--- src/rtl/core/sbus_frame_decoder_core_macros.svh ---
// Assertion macros shared by the frame decoder RTL.
// No dependencies; included by the modules that carry assertions.
`ifndef SBUS_FRAME_DECODER_CORE_MACROS_SVH
`define SBUS_FRAME_DECODER_CORE_MACROS_SVH

// Same-cycle implication, disabled during reset.
`define SBUSD_ASSERT_NOW(label, clk, rst, ante, cons, msg) \
  label: assert property (@(posedge clk) disable iff (rst) (ante) |-> (cons)) else $error(msg);

// Next-cycle implication, disabled during reset.
`define SBUSD_ASSERT_NEXT(label, clk, rst, ante, cons, msg) \
  label: assert property (@(posedge clk) disable iff (rst) (ante) |=> (cons)) else $error(msg);

`endif

--- src/rtl/core/sbusd_pkg.sv ---
// Types and constants of the frame decoder.
// No dependencies; used by every other file of the block but the macro header.
package sbusd_pkg;

  localparam logic [7:0] HDR_BYTE   = 8'h0F;
  localparam logic [7:0] END_BYTE   = 8'h00;
  localparam int         CH_BITS    = 11;
  localparam int         CH_COUNT   = 16;
  localparam int         DATA_BITS  = 176;
  localparam int         STORE_LEN  = 23;
  localparam int         STORE_BITS = STORE_LEN * 8;
  localparam logic [4:0] LAST_POS   = 5'd24;
  localparam int         LOST_BIT   = 2;
  localparam int         FS_BIT     = 3;

  localparam logic [1:0] LINK_OK       = 2'd0;
  localparam logic [1:0] LINK_LOST     = 2'd1;
  localparam logic [1:0] LINK_FAILSAFE = 2'd2;

  // Command from the byte front end to the result back end.
  typedef enum logic {
    CMD_WRITE = 1'b0,  // shift one frame byte into the store
    CMD_EMIT  = 1'b1   // frame complete: send its 16 channels
  } cmd_kind_t;

  typedef struct packed {
    cmd_kind_t  kind;
    logic [7:0] data;
  } cmd_t;

  typedef struct packed {
    logic valid;
    cmd_t cmd;
  } cmd_push_t;

endpackage

--- src/rtl/core/sbusd_fifo.sv ---
// Short command queue between the front end and the back end.
// Depends on sbusd_pkg and the assertion macro header.
`include "sbus_frame_decoder_core_macros.svh"

module sbusd_fifo import sbusd_pkg::*; #(
  parameter int DEPTH = 4
) (
  input  logic      clk,
  input  logic      rst,
  input  cmd_push_t push,
  output logic      full,
  output logic      empty,
  output cmd_t      head,
  input  logic      pop
);

  localparam int PW = (DEPTH > 1) ? $clog2(DEPTH) : 1;
  localparam int CW = $clog2(DEPTH + 1);
  localparam logic [PW-1:0] LAST_SLOT = PW'(DEPTH - 1);

  cmd_t          mem [DEPTH];
  logic [PW-1:0] wr_ptr, rd_ptr;
  logic [CW-1:0] count;
  logic          do_push, do_pop;

  assign full    = (count == CW'(DEPTH));
  assign empty   = (count == '0);
  assign head    = mem[rd_ptr];
  assign do_push = push.valid && !full;
  assign do_pop  = pop && !empty;

  always_ff @(posedge clk) begin
    if (do_push) mem[wr_ptr] <= push.cmd;
  end

  always_ff @(posedge clk) begin
    if (rst) begin
      wr_ptr <= '0;
      rd_ptr <= '0;
      count  <= '0;
    end else begin
      if (do_push) wr_ptr <= (wr_ptr == LAST_SLOT) ? '0 : wr_ptr + PW'(1);
      if (do_pop)  rd_ptr <= (rd_ptr == LAST_SLOT) ? '0 : rd_ptr + PW'(1);
      case ({do_push, do_pop})
        2'b10:   count <= count + CW'(1);
        2'b01:   count <= count - CW'(1);
        default: count <= count;
      endcase
    end
  end

  `SBUSD_ASSERT_NOW(a_no_push_full, clk, rst, push.valid, !full, "push into full queue")
  `SBUSD_ASSERT_NOW(a_count_bound, clk, rst, 1'b1, count <= CW'(DEPTH), "queue count overflow")

endmodule

--- config.mk ---
export PLATFORM = sky130hd
export DESIGN_NAME = sbusd_fifo
export DESIGN_NICKNAME = d
export VERILOG_FILES = /design/src/rtl/core/sbusd_pkg.sv /design/src/rtl/core/sbusd_fifo.sv
export VERILOG_INCLUDE_DIRS = /design/src /design/src/rtl/core
export SDC_FILE = /design/constraint.sdc
export NUM_CORES = 1
export LEC_CHECK = 0
export BUFFER_PORTS_ARGS = -buffer_cell sky130_fd_sc_hd__buf_4
export CORE_MARGIN = 3
export CORE_UTILIZATION = 30
export CTS_CLUSTER_SIZE = 12
export DETAILED_ROUTE_END_ITERATION = 10
export PLACE_DENSITY_LB_ADDON = 0.08
export SLEW_MARGIN = 20
export SYNTH_ARGS = -nofsm -noshare
export SYNTH_HDL_FRONTEND = slang
export SYNTH_SLANG_ARGS = --single-unit
--- constraint.sdc ---
create_clock -name clk -period 2.7 [get_ports clk]
set_input_delay 0.54 -clock clk [delete_from_list [all_inputs] [get_ports clk]]
set_output_delay 0.54 -clock clk [all_outputs]
set_load 0.03 [all_outputs]
==> flow_summary_export.csv <==
group,metric,value,unit
outcome,status,"complete, no violations",
clock_network,clk_pin_slew,0.08,ns
synthesis,seq_area_frac_synth,0.7044,
synthesis,synth_edf_count,36,
synthesis,ys_types,27,
pwr,p_seq_frac,0.476,
detailed_routing,antenna_left,0,
pwr,swShare,0.3179,
clock_network,insertion_delay,0.29,ns
pwr,powerDensity,892.9,mW/mm^2
placed_design,dp.final_hpwl,2.080,mm
pwr,p_comb_frac,0.322,
setup_path,path_cells,"or3b_1 > and2_4 > inv_1 > ha_1 > inv_1 > fa_1 > xor2_1 > or3_2 > a21oi_1",
floorplanning,core,0.005642,mm^2
layout,antennaDiodeCount,0,
floorplanning,ioPinCount,24,
detailed_routing,finalWirelength,2.929,mm
sta,fmax,0.4237,GHz
layout,nets,149,
sta,tightest_slew,0.5576,ns
sta,whs,0.4481,ns
synthesis,synthArstFlopShare,0,
synthesis,synth_warnings,0,
sta,setup_viol,0,
detailed_routing,first_iter_violations,36,
sta,fin_crit_sh,0.8742,
grt,grt_usage,0.09418,
layout,final_cell_area,0.002126,mm^2
sta,finalCriticalPeriod,2.360,ns
sta,setup_slack,0.3397,ns
clock_network,cts_hold_buf,0,
synthesis,yosys.area.top_type,"edfxtp_1",
grt,grt_pass1_wl,4.919,mm
layout,layout-drive-gt1-share,0.3462,
setup_path,worst_path_max_delay_cell,"or3_2",
setup_path,end_kind,"flop",
sta,tns,0,ns
pwr,p_int,1.295,mW
clock_network,h-tree-depth,2,
setup_path,worstPathMaxFanout,5,
clock_network,cts_setup_buffers,0,
synthesis,avgSynthCellArea,17.73,um^2
clock_network,ctsResizeCount,0,
placed_design,gp_congestion,0.6890,
floorplanning,die_h,83.26,um
clock_network,clockBufferDepth,2,
pwr,power_leakage,0.7778,nW
sta,rsz0062_at_grt,"no",
setup_path,critPathKind,"reg -> reg",
pwr,p_clk_frac,0.202,
sta,finalMaxSlewViolations,0,
layout,final_cell_mix,"36 x edfxtp_1, 25 x buf_4, 9 x mux4_2, 9 x dfxtp_1, 8 x inv_1",
detailed_routing,viasPerCell,4.485,
min_path,worstHoldPathType,"in -> reg",
clock_network,cts_tree,"yes",
layout,final_util,0.3768,
setup_path,slowest_delay,0.41,ns
synthesis,synth_top_cells_by_area,"edfxtp_1 60%, mux4_2 11%, dfxtp_1 10%, ha_1 4.2%, inv_1 1.7%",
layout,final-seq-area,0.001261,mm^2
job,cap_viol_max_count,0,
grt,antenna_found_initial,0,
layout,syn_to_final_growth,18.73,%
setup_path,cp.required,2.92,ns
floorplanning,fp.dieArea,0.006931,mm^2
sta,finalHoldViolCount,0,
placed_design,placed_area,0.002044,mm^2
clock_network,cts_buffers,5,
synthesis,synthesis.area,0.001790,mm^2
grt,first_global_vias,946,
pwr,switchingPower,0.6035,mW
grt,grt_max_degree,14,
detailed_routing,drc,0,
detailed_routing,num_vias,906,
setup_path,crit_arrival,2.59,ns
placed_design,portBuffers,23,
clock_network,ctsRootBufferMaster,"clkbuf_8",
floorplanning,rows,27,
synthesis,syn-num-nets,121,
layout,fill_cells,543,
setup_path,worst-path-buf-inv,2,
setup_path,crit_path_start_kind,"flop",
synthesis,synth-main-ff-cell,"edfxtp_1",
setup_path,path_delay_family,"simple AND/OR/NAND/NOR gates",
layout,final_common_cell,"edfxtp_1",
placed_design,dp_slack,0.3590,ns
detailed_routing,wl_per_cell,14.50,um
synthesis,syn_inst,101,
synthesis,yosys_register_bits,45,
layout,multi_input_comb_area,475.5,um^2
detailed_routing,dr.pass1.iters,3,
sta,finClkSkew,0.007868,ns
floorplanning,start_util,0.3174,
grt,grt_overflow,0,
floorplanning,die_width,83.26,um
setup_path,crit_path_frequent_cell,"inv_1",
clock_network,cts.sinks,45,
synthesis,synth.top_cell.area_share,0.6038,
sta,timing.slew.headroom,0.6251,
pwr,ir_worst_vdd,0.4695,mV
-- sequential cells by signal, indices dropped and copies added, names as in the netlist, named ones only --
signal,count
mem,36
rd_ptr,2
wr_ptr,2
count,3
-- layout make-up --
| class | instances | area share |
|---|---|---|
| clock buffers | 7 | 0.03590 |
| flip-flops and latches | 45 | 0.5933 |
| repair buffers | 25 | 0.08829 |
| multi-input cells | 44 | 0.2237 |
| inverters | 8 | 0.01413 |
| clock inverters | 1 | 0.002354 |
| well taps | 72 | 0.04238 |
-- power by group through the flow --
stage	registers (mW)	clock network [mW]	logic, mW
2_1_floorplan	0.887	0	0.454
3_5_place_dp	0.925	0	0.618
4_1_cts	0.909	0.405	0.620
5_1_grt	0.918	0.433	0.665
6_report	0.904	0.384	0.610
3_3_place_gp	0.917	0	0.614
-- synthesized netlist by cell type, types with 2 or more instances --
library cell / number
a21oi_1: 4
and3_1: 2
and3_2: 2
dfxtp_1: 9
edfxtp_1: 36
ha_1: 6
inv_1: 8
mux4_2: 9
nand3_1: 2
nor2_1: 4
nor3_1: 2
xor2_1: 2
-- cell families after synthesis --
group / count (synthesis) / synth area share
flip-flops: 45 / 0.7044
AND/OR/NAND/NOR: 17 / 0.05451
buffers and inverters: 12 / 0.03004
multiplexers: 10 / 0.1188
AO/OA/AOI/OAI: 8 / 0.02935
adder cells (fa/ha/maj): 7 / 0.05311
XOR/XNOR: 2 / 0.009785
-- worst reg2reg max path, stage by stage, from the launching register on --
cell and delay (ns):
dfxtp_1 0.38, or3b_1 0.38, and2_4 0.17, inv_1 0.05, ha_1 0.17, inv_1 0.06, fa_1 0.37, xor2_1 0.16
or3_2 0.41, a21oi_1 0.15
-- final timing paths --
path	startpoint	endpoint	slack [ns]	cells past startpoint
min reg2reg	rd_ptr[0]	rd_ptr[0]	0.50	2
max	count[2]	count[2]	0.34	9
min	push[7]	mem[1][7]	0.45	1
max reg2reg	count[2]	count[2]	0.34	9
-- per-stage QoR --
step                total power, mW  cells
finish                        1.898    202
global placement              1.531    194
global route                  2.016    202
detailed placement            1.542    194
CTS                           1.934    202
floorplan                     1.340    101
-- per-layer routing --
metal  part of all wire  GRT usage  vias up
met5                  0          0        -
met4              0.017    0.03566        0
met3              0.047    0.03571        5
met2               0.53     0.1647       20
met1               0.40     0.1031      442
li1                   -          -      439
Power figures use the tool's default switching activity.
